[config.mk]
export PLATFORM = sky130hd
export DESIGN_NAME = hsv_to_rgb12_led_packer
export DESIGN_NICKNAME = d
export VERILOG_FILES = /design/src/hsvrgb_pkg.sv /design/src/hsvrgb_front.sv /design/src/hsvrgb_queue.sv /design/src/hsvrgb_back.sv /design/src/hsv_to_rgb12_led_packer.sv
export SDC_FILE = /design/constraint.sdc
export NUM_CORES = 2
export LEC_CHECK = 0
export BUFFER_PORTS_ARGS = -buffer_cell sky130_fd_sc_hd__buf_2
export CELL_PAD_IN_SITES_DETAIL_PLACEMENT = 0
export CELL_PAD_IN_SITES_GLOBAL_PLACEMENT = 1
export CORE_MARGIN = 2
export CORE_UTILIZATION = 29
export CTS_BUF_LIST = sky130_fd_sc_hd__clkbuf_8
export CTS_CLUSTER_SIZE = 14
export DETAILED_ROUTE_END_ITERATION = 8
export PLACE_DENSITY_LB_ADDON = 0.1
export REMOVE_ABC_BUFFERS = 1
export SLEW_MARGIN = 20
export SYNTH_ARGS = -nofsm -noshare
export SYNTH_HDL_FRONTEND = slang
export SYNTH_SLANG_ARGS = --single-unit
[constraint.sdc]
create_clock -name clk -period 9.9 [get_ports clk]
set_input_delay 0.495 -clock clk [delete_from_list [all_inputs] [get_ports clk]]
set_output_delay 0.495 -clock clk [all_outputs]
set_load 0.1 [all_outputs]
[src/hsvrgb_pkg.sv]
// ----------------------------------------------------------------------------
// hsvrgb_pkg - shared types and constants for the HSV to RGB12 LED packer
// Item format between the front classifier and the arithmetic back end,
// fixed field widths, and the reciprocal constants for the divide-free
// normalization of the p, q and t terms.
// ----------------------------------------------------------------------------
package hsvrgb_pkg;

	// Input and output field widths
	localparam int unsigned IN_FIELD_W = 8;
	localparam int unsigned LEVEL_W    = 12;
	localparam int unsigned RECORD_W   = 48;
	localparam int unsigned IN_W       = 4 * IN_FIELD_W;                 // 32
	localparam int unsigned OUT_RAW_W  = 3 * LEVEL_W + RECORD_W;         // 84
	localparam int unsigned OUT_W      = ((OUT_RAW_W + 7) / 8) * 8;      // 88

	// Hue sectors
	localparam int unsigned SECTOR_SPAN = 43;
	localparam int unsigned FRAC_FULL   = 42;
	localparam int unsigned FRAC_W      = 6;

	// Normalization: level = x * 273 / div, truncating, clamped to 4095
	localparam int unsigned LEVEL_MAX   = 4095;
	localparam int unsigned LEVEL_SCALE = 273;
	localparam int unsigned P_DIV       = 17 * 255;
	localparam int unsigned Q_DIV       = 17 * 255 * FRAC_FULL;
	localparam int unsigned Q_BASE      = 255 * FRAC_FULL;

	// Reciprocals: floor(273 * 2^k / div); the estimate is at most one low
	localparam int unsigned P_SHIFT = 24;
	localparam int unsigned Q_SHIFT = 30;
	localparam int unsigned RECIP_W = 21;
	localparam logic [RECIP_W-1:0] P_RECIP =
		RECIP_W'((64'(LEVEL_SCALE) << P_SHIFT) / 64'(P_DIV));
	localparam logic [RECIP_W-1:0] Q_RECIP =
		RECIP_W'((64'(LEVEL_SCALE) << Q_SHIFT) / 64'(Q_DIV));

	// Default depth of the queue between front and back
	localparam int unsigned QUEUE_DEPTH_DEF = 4;

	typedef enum logic [2:0] {
		SEC_RED_UP,     // red top, green rising
		SEC_GREEN_UP,   // green top, red falling
		SEC_CYAN_UP,    // green top, blue rising
		SEC_BLUE_UP,    // blue top, green falling
		SEC_MAG_UP,     // blue top, red rising
		SEC_RED_BACK    // red top, blue falling
	} sector_t;

	typedef enum logic [1:0] {
		KIND_COLOR,
		KIND_GRAY,
		KIND_BLACK
	} kind_t;

	typedef struct packed {
		logic [IN_FIELD_W-1:0] led;
		logic [IN_FIELD_W-1:0] sat;
		logic [IN_FIELD_W-1:0] bright;
		sector_t               sector;
		logic [FRAC_W-1:0]     frac;
		kind_t                 kind;
	} item_t;

endpackage

[src/hsvrgb_front.sv]
// ----------------------------------------------------------------------------
// hsvrgb_front - input word classifier
// Splits hue into sector and fraction, marks gray and black words, and
// pushes the classified item into the queue while it has room.
// ----------------------------------------------------------------------------
module hsvrgb_front (
	input  logic                        s_axis_tvalid,
	output logic                        s_axis_tready,
	input  logic [hsvrgb_pkg::IN_W-1:0] s_axis_tdata,  // led, hue, sat, bright
	input  logic                        queue_full,
	output logic                        push,
	output hsvrgb_pkg::item_t           push_item
);
	import hsvrgb_pkg::*;

	logic [IN_FIELD_W-1:0] hue;

	assign hue           = s_axis_tdata[2*IN_FIELD_W-1:IN_FIELD_W];
	assign s_axis_tready = !queue_full;
	assign push          = s_axis_tvalid && !queue_full;

	always_comb begin
		push_item.led    = s_axis_tdata[IN_FIELD_W-1:0];
		push_item.sat    = s_axis_tdata[3*IN_FIELD_W-1:2*IN_FIELD_W];
		push_item.bright = s_axis_tdata[4*IN_FIELD_W-1:3*IN_FIELD_W];

		// hue / 43 by compare chain
		if (hue < IN_FIELD_W'(SECTOR_SPAN)) begin
			push_item.sector = SEC_RED_UP;
			push_item.frac   = FRAC_W'(hue);
		end else if (hue < IN_FIELD_W'(2 * SECTOR_SPAN)) begin
			push_item.sector = SEC_GREEN_UP;
			push_item.frac   = FRAC_W'(hue - IN_FIELD_W'(SECTOR_SPAN));
		end else if (hue < IN_FIELD_W'(3 * SECTOR_SPAN)) begin
			push_item.sector = SEC_CYAN_UP;
			push_item.frac   = FRAC_W'(hue - IN_FIELD_W'(2 * SECTOR_SPAN));
		end else if (hue < IN_FIELD_W'(4 * SECTOR_SPAN)) begin
			push_item.sector = SEC_BLUE_UP;
			push_item.frac   = FRAC_W'(hue - IN_FIELD_W'(3 * SECTOR_SPAN));
		end else if (hue < IN_FIELD_W'(5 * SECTOR_SPAN)) begin
			push_item.sector = SEC_MAG_UP;
			push_item.frac   = FRAC_W'(hue - IN_FIELD_W'(4 * SECTOR_SPAN));
		end else begin
			push_item.sector = SEC_RED_BACK;
			push_item.frac   = FRAC_W'(hue - IN_FIELD_W'(5 * SECTOR_SPAN));
		end

		// zero saturation wins over zero brightness
		if (push_item.sat == '0) begin
			push_item.kind = KIND_GRAY;
		end else if (push_item.bright == '0) begin
			push_item.kind = KIND_BLACK;
		end else begin
			push_item.kind = KIND_COLOR;
		end
	end

endmodule

[src/hsvrgb_queue.sv]
// ----------------------------------------------------------------------------
// hsvrgb_queue - short register queue between front and back
// First-word-fall-through; head item is visible while not empty.
// ----------------------------------------------------------------------------
module hsvrgb_queue #(
	parameter int unsigned DEPTH = hsvrgb_pkg::QUEUE_DEPTH_DEF
) (
	input  logic              clk,
	input  logic              arst_n,
	input  logic              push,
	input  hsvrgb_pkg::item_t push_item,
	output logic              full,
	input  logic              pop,
	output logic              not_empty,
	output hsvrgb_pkg::item_t head_item
);
	import hsvrgb_pkg::*;

	localparam int unsigned PTR_W = (DEPTH > 1) ? $clog2(DEPTH) : 1;
	localparam int unsigned CNT_W = $clog2(DEPTH + 1);

	item_t            mem_q [DEPTH];
	logic [PTR_W-1:0] wr_ptr_q;
	logic [PTR_W-1:0] rd_ptr_q;
	logic [CNT_W-1:0] count_q;
	logic             do_push;
	logic             do_pop;

	assign full      = (count_q == CNT_W'(DEPTH));
	assign not_empty = (count_q != '0);
	assign head_item = mem_q[rd_ptr_q];
	assign do_push   = push && !full;
	assign do_pop    = pop && not_empty;

	always_ff @(posedge clk or negedge arst_n) begin
		if (!arst_n) begin
			wr_ptr_q <= '0;
			rd_ptr_q <= '0;
			count_q  <= '0;
		end else begin
			if (do_push) begin
				wr_ptr_q <= (wr_ptr_q == PTR_W'(DEPTH - 1)) ? '0 : wr_ptr_q + 1'b1;
			end
			if (do_pop) begin
				rd_ptr_q <= (rd_ptr_q == PTR_W'(DEPTH - 1)) ? '0 : rd_ptr_q + 1'b1;
			end
			if (do_push && !do_pop) begin
				count_q <= count_q + 1'b1;
			end else if (do_pop && !do_push) begin
				count_q <= count_q - 1'b1;
			end
		end
	end

	always_ff @(posedge clk) begin
		if (do_push) begin
			mem_q[wr_ptr_q] <= push_item;
		end
	end

endmodule

[src/hsvrgb_back.sv]
// ----------------------------------------------------------------------------
// hsvrgb_back - four-stage conversion pipeline
// s1: saturation products, s2: value products, s3: reciprocal estimates,
// s4: one-step correction, clamp, sector select and record packing.
// ----------------------------------------------------------------------------
module hsvrgb_back (
	input  logic                         clk,
	input  logic                         arst_n,
	input  logic                         in_valid,
	output logic                         in_ready,
	input  hsvrgb_pkg::item_t            in_item,
	output logic                         m_axis_tvalid,
	input  logic                         m_axis_tready,
	output logic [hsvrgb_pkg::OUT_W-1:0] m_axis_tdata  // red, green, blue, record
);
	import hsvrgb_pkg::*;

	localparam int unsigned SF_W  = 14;                 // s * frac <= 10710
	localparam int unsigned XP_W  = 16;                 // v * (255 - s)
	localparam int unsigned YQ_W  = 22;                 // v * (10710 - s*frac)
	localparam int unsigned EST_W = LEVEL_W + 1;
	localparam int unsigned PN_W  = XP_W + 9;           // x * 273
	localparam int unsigned QN_W  = YQ_W + 9;
	localparam int unsigned PM_W  = XP_W + RECIP_W;
	localparam int unsigned QM_W  = YQ_W + RECIP_W;

	logic en;

	// stage 1
	logic                  valid_s1;
	logic [IN_FIELD_W-1:0] led_s1, bright_s1, inv_sat_s1;
	sector_t               sector_s1;
	kind_t                 kind_s1;
	logic [SF_W-1:0]       sf_q_s1, sf_t_s1;

	// stage 2
	logic                  valid_s2;
	logic [IN_FIELD_W-1:0] led_s2, bright_s2;
	sector_t               sector_s2;
	kind_t                 kind_s2;
	logic [XP_W-1:0]       xp_s2;
	logic [YQ_W-1:0]       yq_s2, yt_s2;

	// stage 3
	logic                  valid_s3;
	logic [IN_FIELD_W-1:0] led_s3, bright_s3;
	sector_t               sector_s3;
	kind_t                 kind_s3;
	logic [EST_W-1:0]      pe_s3, qe_s3, te_s3;
	logic [PN_W-1:0]       pn_s3;
	logic [QN_W-1:0]       qn_s3, tn_s3;

	// stage 4 / output register
	logic                  valid_s4;
	logic [OUT_W-1:0]      data_s4;

	// stage 3 -> 4 combinational
	logic [PN_W-1:0]       p_rem;
	logic [QN_W-1:0]       q_rem, t_rem;
	logic [EST_W-1:0]      p_fix, q_fix, t_fix;
	logic [LEVEL_W-1:0]    p_lvl, q_lvl, t_lvl, top_lvl;
	logic [LEVEL_W-1:0]    red, green, blue;
	logic [RECORD_W-1:0]   record;

	assign en            = !valid_s4 || m_axis_tready;
	assign in_ready      = en;
	assign m_axis_tvalid = valid_s4;
	assign m_axis_tdata  = data_s4;

	always_ff @(posedge clk or negedge arst_n) begin
		if (!arst_n) begin
			valid_s1 <= 1'b0;
			valid_s2 <= 1'b0;
			valid_s3 <= 1'b0;
			valid_s4 <= 1'b0;
		end else if (en) begin
			valid_s1 <= in_valid;
			valid_s2 <= valid_s1;
			valid_s3 <= valid_s2;
			valid_s4 <= valid_s3;
		end
	end

	always_ff @(posedge clk) begin
		if (en) begin
			led_s1     <= in_item.led;
			bright_s1  <= in_item.bright;
			inv_sat_s1 <= IN_FIELD_W'(255) - in_item.sat;
			sector_s1  <= in_item.sector;
			kind_s1    <= in_item.kind;
			sf_q_s1    <= SF_W'(in_item.sat) * SF_W'(in_item.frac);
			sf_t_s1    <= SF_W'(in_item.sat) * SF_W'(FRAC_W'(FRAC_FULL) - in_item.frac);

			led_s2    <= led_s1;
			bright_s2 <= bright_s1;
			sector_s2 <= sector_s1;
			kind_s2   <= kind_s1;
			xp_s2     <= XP_W'(bright_s1) * XP_W'(inv_sat_s1);
			yq_s2     <= YQ_W'(bright_s1) * YQ_W'(SF_W'(Q_BASE) - sf_q_s1);
			yt_s2     <= YQ_W'(bright_s1) * YQ_W'(SF_W'(Q_BASE) - sf_t_s1);

			led_s3    <= led_s2;
			bright_s3 <= bright_s2;
			sector_s3 <= sector_s2;
			kind_s3   <= kind_s2;
			pe_s3     <= EST_W'((PM_W'(xp_s2) * PM_W'(P_RECIP)) >> P_SHIFT);
			qe_s3     <= EST_W'((QM_W'(yq_s2) * QM_W'(Q_RECIP)) >> Q_SHIFT);
			te_s3     <= EST_W'((QM_W'(yt_s2) * QM_W'(Q_RECIP)) >> Q_SHIFT);
			pn_s3     <= PN_W'(xp_s2) * PN_W'(LEVEL_SCALE);
			qn_s3     <= QN_W'(yq_s2) * QN_W'(LEVEL_SCALE);
			tn_s3     <= QN_W'(yt_s2) * QN_W'(LEVEL_SCALE);

			data_s4 <= {{(OUT_W - OUT_RAW_W){1'b0}}, record, blue, green, red};
		end
	end

	// estimate is exact or one low: fix with one remainder compare, then clamp
	always_comb begin
		p_rem = pn_s3 - PN_W'(pe_s3) * PN_W'(P_DIV);
		q_rem = qn_s3 - QN_W'(qe_s3) * QN_W'(Q_DIV);
		t_rem = tn_s3 - QN_W'(te_s3) * QN_W'(Q_DIV);
		p_fix = pe_s3 + EST_W'(p_rem >= PN_W'(P_DIV));
		q_fix = qe_s3 + EST_W'(q_rem >= QN_W'(Q_DIV));
		t_fix = te_s3 + EST_W'(t_rem >= QN_W'(Q_DIV));
		p_lvl = (p_fix > EST_W'(LEVEL_MAX)) ? LEVEL_W'(LEVEL_MAX) : p_fix[LEVEL_W-1:0];
		q_lvl = (q_fix > EST_W'(LEVEL_MAX)) ? LEVEL_W'(LEVEL_MAX) : q_fix[LEVEL_W-1:0];
		t_lvl = (t_fix > EST_W'(LEVEL_MAX)) ? LEVEL_W'(LEVEL_MAX) : t_fix[LEVEL_W-1:0];
		top_lvl = {bright_s3, 4'b0000};

		case (kind_s3)
			KIND_GRAY: begin
				red   = top_lvl;
				green = top_lvl;
				blue  = top_lvl;
			end
			KIND_BLACK: begin
				red   = '0;
				green = '0;
				blue  = '0;
			end
			default: begin
				case (sector_s3)
					SEC_RED_UP: begin
						red = top_lvl; green = t_lvl; blue = p_lvl;
					end
					SEC_GREEN_UP: begin
						red = q_lvl; green = top_lvl; blue = p_lvl;
					end
					SEC_CYAN_UP: begin
						red = p_lvl; green = top_lvl; blue = t_lvl;
					end
					SEC_BLUE_UP: begin
						red = p_lvl; green = q_lvl; blue = top_lvl;
					end
					SEC_MAG_UP: begin
						red = t_lvl; green = p_lvl; blue = top_lvl;
					end
					default: begin
						red = top_lvl; green = p_lvl; blue = q_lvl;
					end
				endcase
			end
		endcase

		record = {led_s3, red, green, blue, 4'b0000};
	end

endmodule

[src/hsv_to_rgb12_led_packer.sv]
// ----------------------------------------------------------------------------
// hsv_to_rgb12_led_packer - HSV to 12-bit RGB with LED bus record packing
// Path: a word accepted on the slave side goes through the queue write, then
//   four pipeline stages; the last is the output register.
// Throughput: one word per cycle, sustained, while the master side takes them.
// Reset (arst_n low) empties the queue and drops all in-flight words.
// ----------------------------------------------------------------------------
module hsv_to_rgb12_led_packer #(
	parameter int unsigned QUEUE_DEPTH = hsvrgb_pkg::QUEUE_DEPTH_DEF
) (
	input  logic                         clk,
	input  logic                         arst_n,
	// slave side: led_index[7:0], hue[15:8], saturation[23:16], brightness[31:24]
	input  logic                         s_axis_tvalid,
	output logic                         s_axis_tready,
	input  logic [hsvrgb_pkg::IN_W-1:0]  s_axis_tdata,
	// master side: red_level[11:0], green_level[23:12], blue_level[35:24],
	// packed_record[83:36], zero pad[87:84]
	output logic                         m_axis_tvalid,
	input  logic                         m_axis_tready,
	output logic [hsvrgb_pkg::OUT_W-1:0] m_axis_tdata
);
	import hsvrgb_pkg::*;

	// front -> queue
	logic  push;
	item_t push_item;
	logic  queue_full;

	// queue -> back
	logic  head_valid;
	logic  head_pop;
	item_t head_item;

	// Front: classifies hue into sector/fraction and flags gray/black words.
	// It only waits on queue room, never on the back end directly.
	hsvrgb_front u_front (
		.s_axis_tvalid (s_axis_tvalid),
		.s_axis_tready (s_axis_tready),
		.s_axis_tdata  (s_axis_tdata),
		.queue_full    (queue_full),
		.push          (push),
		.push_item     (push_item)
	);

	// Queue decouples the two sides so a master stall does not
	// immediately back up into the slave side.
	hsvrgb_queue #(
		.DEPTH (QUEUE_DEPTH)
	) u_queue (
		.clk       (clk),
		.arst_n    (arst_n),
		.push      (push),
		.push_item (push_item),
		.full      (queue_full),
		.pop       (head_pop),
		.not_empty (head_valid),
		.head_item (head_item)
	);

	// Back: p/q/t arithmetic via reciprocal multiply and one-step fix,
	// sector select, pack. Whole pipe holds when the output reg is stuck.
	hsvrgb_back u_back (
		.clk           (clk),
		.arst_n        (arst_n),
		.in_valid      (head_valid),
		.in_ready      (head_pop),
		.in_item       (head_item),
		.m_axis_tvalid (m_axis_tvalid),
		.m_axis_tready (m_axis_tready),
		.m_axis_tdata  (m_axis_tdata)
	);

endmodule

==> metrics.md <==
| Metric | Value |
|---|---|
| Status | `completed` |
| Vias after detailed routing | `44,382` |
| Period utilisation layout | `95.07%` |
| PortBufs | `117` |
| Critical Path End | `u_back.m_axis_tdata[51]` |
| IO Pins | `126` |
| Fin cells | `9,762` |
| Cell mode on critical path | `fa_1` |
| Min-Delay Path Class | `in2async` |
| Post-Syn Area | `66,460 um^2` |
| Die area | `233,000 um^2` |
| Worst-skew pair later-pin latency | `0.83 ns` |
| Share of the yosys chip area belonging to registers | `21.43%` |
| Final HPWL DP | `142,800 um` |
| Max-slew headroom | `27.98%` |
| Crit end category | `flop` |
| GRT overflow | `0` |
| Total GRT Usage | `15.47%` |
| Vias in the first global route | `47,293` |
| Ys Warns | `0` |
| Rows | `175` |
| Post-synth ARST share | `2.311%` |
| CTS Buf Count | `96` |
| Avg Inst Size Synth | `10.41 um^2` |
| Maxcap violations | `0` |
| WHS | `0.1305 ns` |
| Syn Inst Count | `6,385` |
| Final Max Tran Viols | `0` |
| CTS Buffer Depth | `3` |
| Worst-Margin Slew | `1.080 ns` |
| Antenna Nets Post-Route | `0` |
| Clock Sinks | `476` |
| Final TNS setup | `0 ns` |
| Max stage delay on crit path | `0.54 ns` |
| WL final | `175,600 um` |
| First-pass GRT wire length | `278,500 um` |
| Detailed Route Iter0 Violations | `1,937` |
| Share of post-route cells with drive strength above 1 | `8.803%` |
| Primary FF master, synth | `edfxtp_1` |
| FILL cells | `23,510` |
| RR Endpoint | `u_back.m_axis_tdata[51]` |
| CP Data Arrival Time | `9.96 ns` |
| R2r startpoint | `u_back.te_s3[5]` |
| Number of vias per cell | `4.546` |
| Number of synthesized flops with an enable pin | `465` |
| Crit-path max FO | `7` |
| Root buffer cell | `clkbuf_8` |
| Netlist cell types | `97` |
| Final GP Congestion | `0.8262` |
| Largest net degree at the start of global routing | `70` |
| Die H | `482.7 um` |
| FMAX | `106.2 MHz` |
| Post-synthesis register bit count | `476` |
| Crit Path Class | `reg2reg` |
| Final Hold Viols | `0` |
| Cell family with most CP delay | `adder cells` |
| Final core occ | `32.54%` |
| Area of the multi-input gates | `47,120 um^2` |
| CP Launch Type | `flop` |
| Reg clk slew, reported paths | `0.06 ns` |
| Setup Skew | `0.07111 ns` |
| Die X | `482.7 um` |
| TritonCTS clock tree | `built` |
| Reg2reg path depth | `39` |
| CORE AREA | `227,700 um^2` |
| Post-route DRC | `0` |
| Crit. path cell count | `39` |
| Inst Count DP | `9,528` |
| Min cycle time layout | `9.412 ns` |
| Final setup vio count | `0` |
| Register area | `14,240 um^2` |
| Bufs and invs on worst path | `6` |
| Initial antenna violation count | `15` |
| FF-to-FF setup slack | `0.49 ns` |
| Initial Utilization | `29.18%` |
| Slowest CP cell | `fa_1` |
| First-pass detailed-route iteration total | `5` |
| # nets final | `8,742` |
| H-Tree Depth | `3` |
| Wire per inst | `17.98 um` |
| Layout area overhead | `11.51%` |
| Worst EP required | `10.45 ns` |
| Crit path from | `u_back.te_s3[5]` |
area by class of cell:
class                   count  share of cell area (%)
clock buffers              98                   1.820
repair buffers            310                   2.882
multi-input cells        4489                   63.59
inverters                1297                   6.570
well taps                3009                   5.080
clock inverters            78                  0.8273
flip-flops and latches    476                   19.22
diodes                      5                 0.01688
metal layers:
layer  up-vias  GRT usage, %  routed length, um
met4         0         3.702               3711
li1      21799             -                  -
met5         -             0                  0
met3       153         1.907               5525
met1     21888         22.01              86490
met2       542         24.91              79840
how the worst min path moves through the flow:
stage	from	to	slack (ns)	cells past startpoint
2_1_floorplan	arst_n	u_back.m_axis_tvalid	0.20	0
6_report	arst_n	u_queue.wr_ptr_q[1]	0.13	2
4_1_cts	arst_n	u_queue.wr_ptr_q[1]	0.007	2
5_1_grt	arst_n	u_queue.wr_ptr_q[1]	0.08	2
3_5_place_dp	arst_n	u_queue.wr_ptr_q[1]	0.39	1
3_3_place_gp	arst_n	u_queue.wr_ptr_q[1]	0.38	1
cells in the final DEF, fill, tap and decap left out, types with 30 or more instances in the layout:
| master | netlist | routed |
|---|---|---|
| fa_1 | 780 | 780 |
| and2_1 | 181 | 180 |
| o21ai_0 | 166 | 156 |
| clkbuf_8 | 0 | 98 |
| nand2b_1 | 49 | 48 |
| xnor2_1 | 226 | 222 |
| a31oi_1 | 41 | 40 |
| nor3_1 | 71 | 69 |
| a21o_1 | 77 | 77 |
| inv_1 | 1296 | 1313 |
| nand3_1 | 68 | 66 |
| ha_1 | 1256 | 1243 |
| buf_2 | 1 | 117 |
| o21a_1 | 36 | 36 |
| nor2b_1 | 50 | 48 |
| buf_4 | 44 | 160 |
| edfxtp_1 | 465 | 465 |
| mux4_2 | 35 | 35 |
| a211oi_1 | 40 | 37 |
| and3_1 | 38 | 30 |
| nand2_1 | 392 | 392 |
| nor2_1 | 254 | 253 |
| a21oi_1 | 241 | 233 |
| xor2_1 | 112 | 111 |
kinds of logic after synthesis:
kind of cell,after synthesis,synth area share (%)
DFF,476,21.43
and+or+nand+nor,1210,8.774
other,1,0.005643
muxes,61,1.602
xor gates and xnor gates,338,4.455
AOI/OAI and AO/OA,836,8.284
buffers and inverters,1427,8.310
adders and majority gates,2036,47.14
synth_stat cells, types with 35 or more instances:
cell type | count | share of area, %
nor3_1 | 71 | 0.53
and3_1 | 38 | 0.36
o21a_1 | 36 | 0.41
clkbuf_1 | 78 | 0.44
and2_1 | 181 | 1.7
mux4_2 | 35 | 1.2
a31oi_1 | 41 | 0.39
xor2_1 | 112 | 1.5
nand3_1 | 68 | 0.51
fa_1 | 780 | 23
a211oi_1 | 40 | 0.45
ha_1 | 1256 | 24
buf_4 | 44 | 0.50
inv_1 | 1296 | 7.3
a21oi_1 | 241 | 1.8
nand2_1 | 392 | 2.2
edfxtp_1 | 465 | 21
xnor2_1 | 226 | 3.0
a21o_1 | 77 | 0.87
nor2_1 | 254 | 1.4
o21ai_0 | 166 | 1.3
nor2b_1 | 50 | 0.47
nand2b_1 | 49 | 0.46
flip-flops by register name, summed over array words and instances, names as in the netlist, 13 cells and up:
register,count
u_back.m_axis_tdata,44
u_back.pe_s3,13
u_back.pn_s3,25
u_back.qe_s3,13
u_back.qn_s3,30
u_back.sf_q_s1,13
u_back.sf_t_s1,14
u_back.te_s3,13
u_back.tn_s3,30
u_back.xp_s2,16
u_back.yq_s2,21
u_back.yt_s2,22
u_queue.mem_q,140
worst reg2reg max path, delay by kind of cell (launching register included):
family,cells,cell delay [ns]
fa+ha+maj,9,3.69
xor+xnor,2,0.27
mux,1,0.23
buf+inv,6,0.62
compound gates,12,2.29
flops,1,0.46
simple gates,9,1.58
metrics by stage:
step | setup WS (ns) | cell area [um^2]
global placement | -0.3403 | 71240
CTS | 0.004854 | 73520
detailed placement | -0.3408 | 71250
floorplan | -0.4411 | 65830
finish | 0.4878 | 74100
global route | -0.04651 | 74100
what timing repair did:
action	CTS	global route
pin swaps	4	81
gates cloned	0	1
gates resized for setup	10	78
endpoints found under the hold margin	107	0
hold buffers	25	0
endpoints found under the setup margin	22	36
buffers inserted	0	27
Power is not shown: default switching activity piles up to over one toggle a cycle in this logic, so the estimate is an artifact.
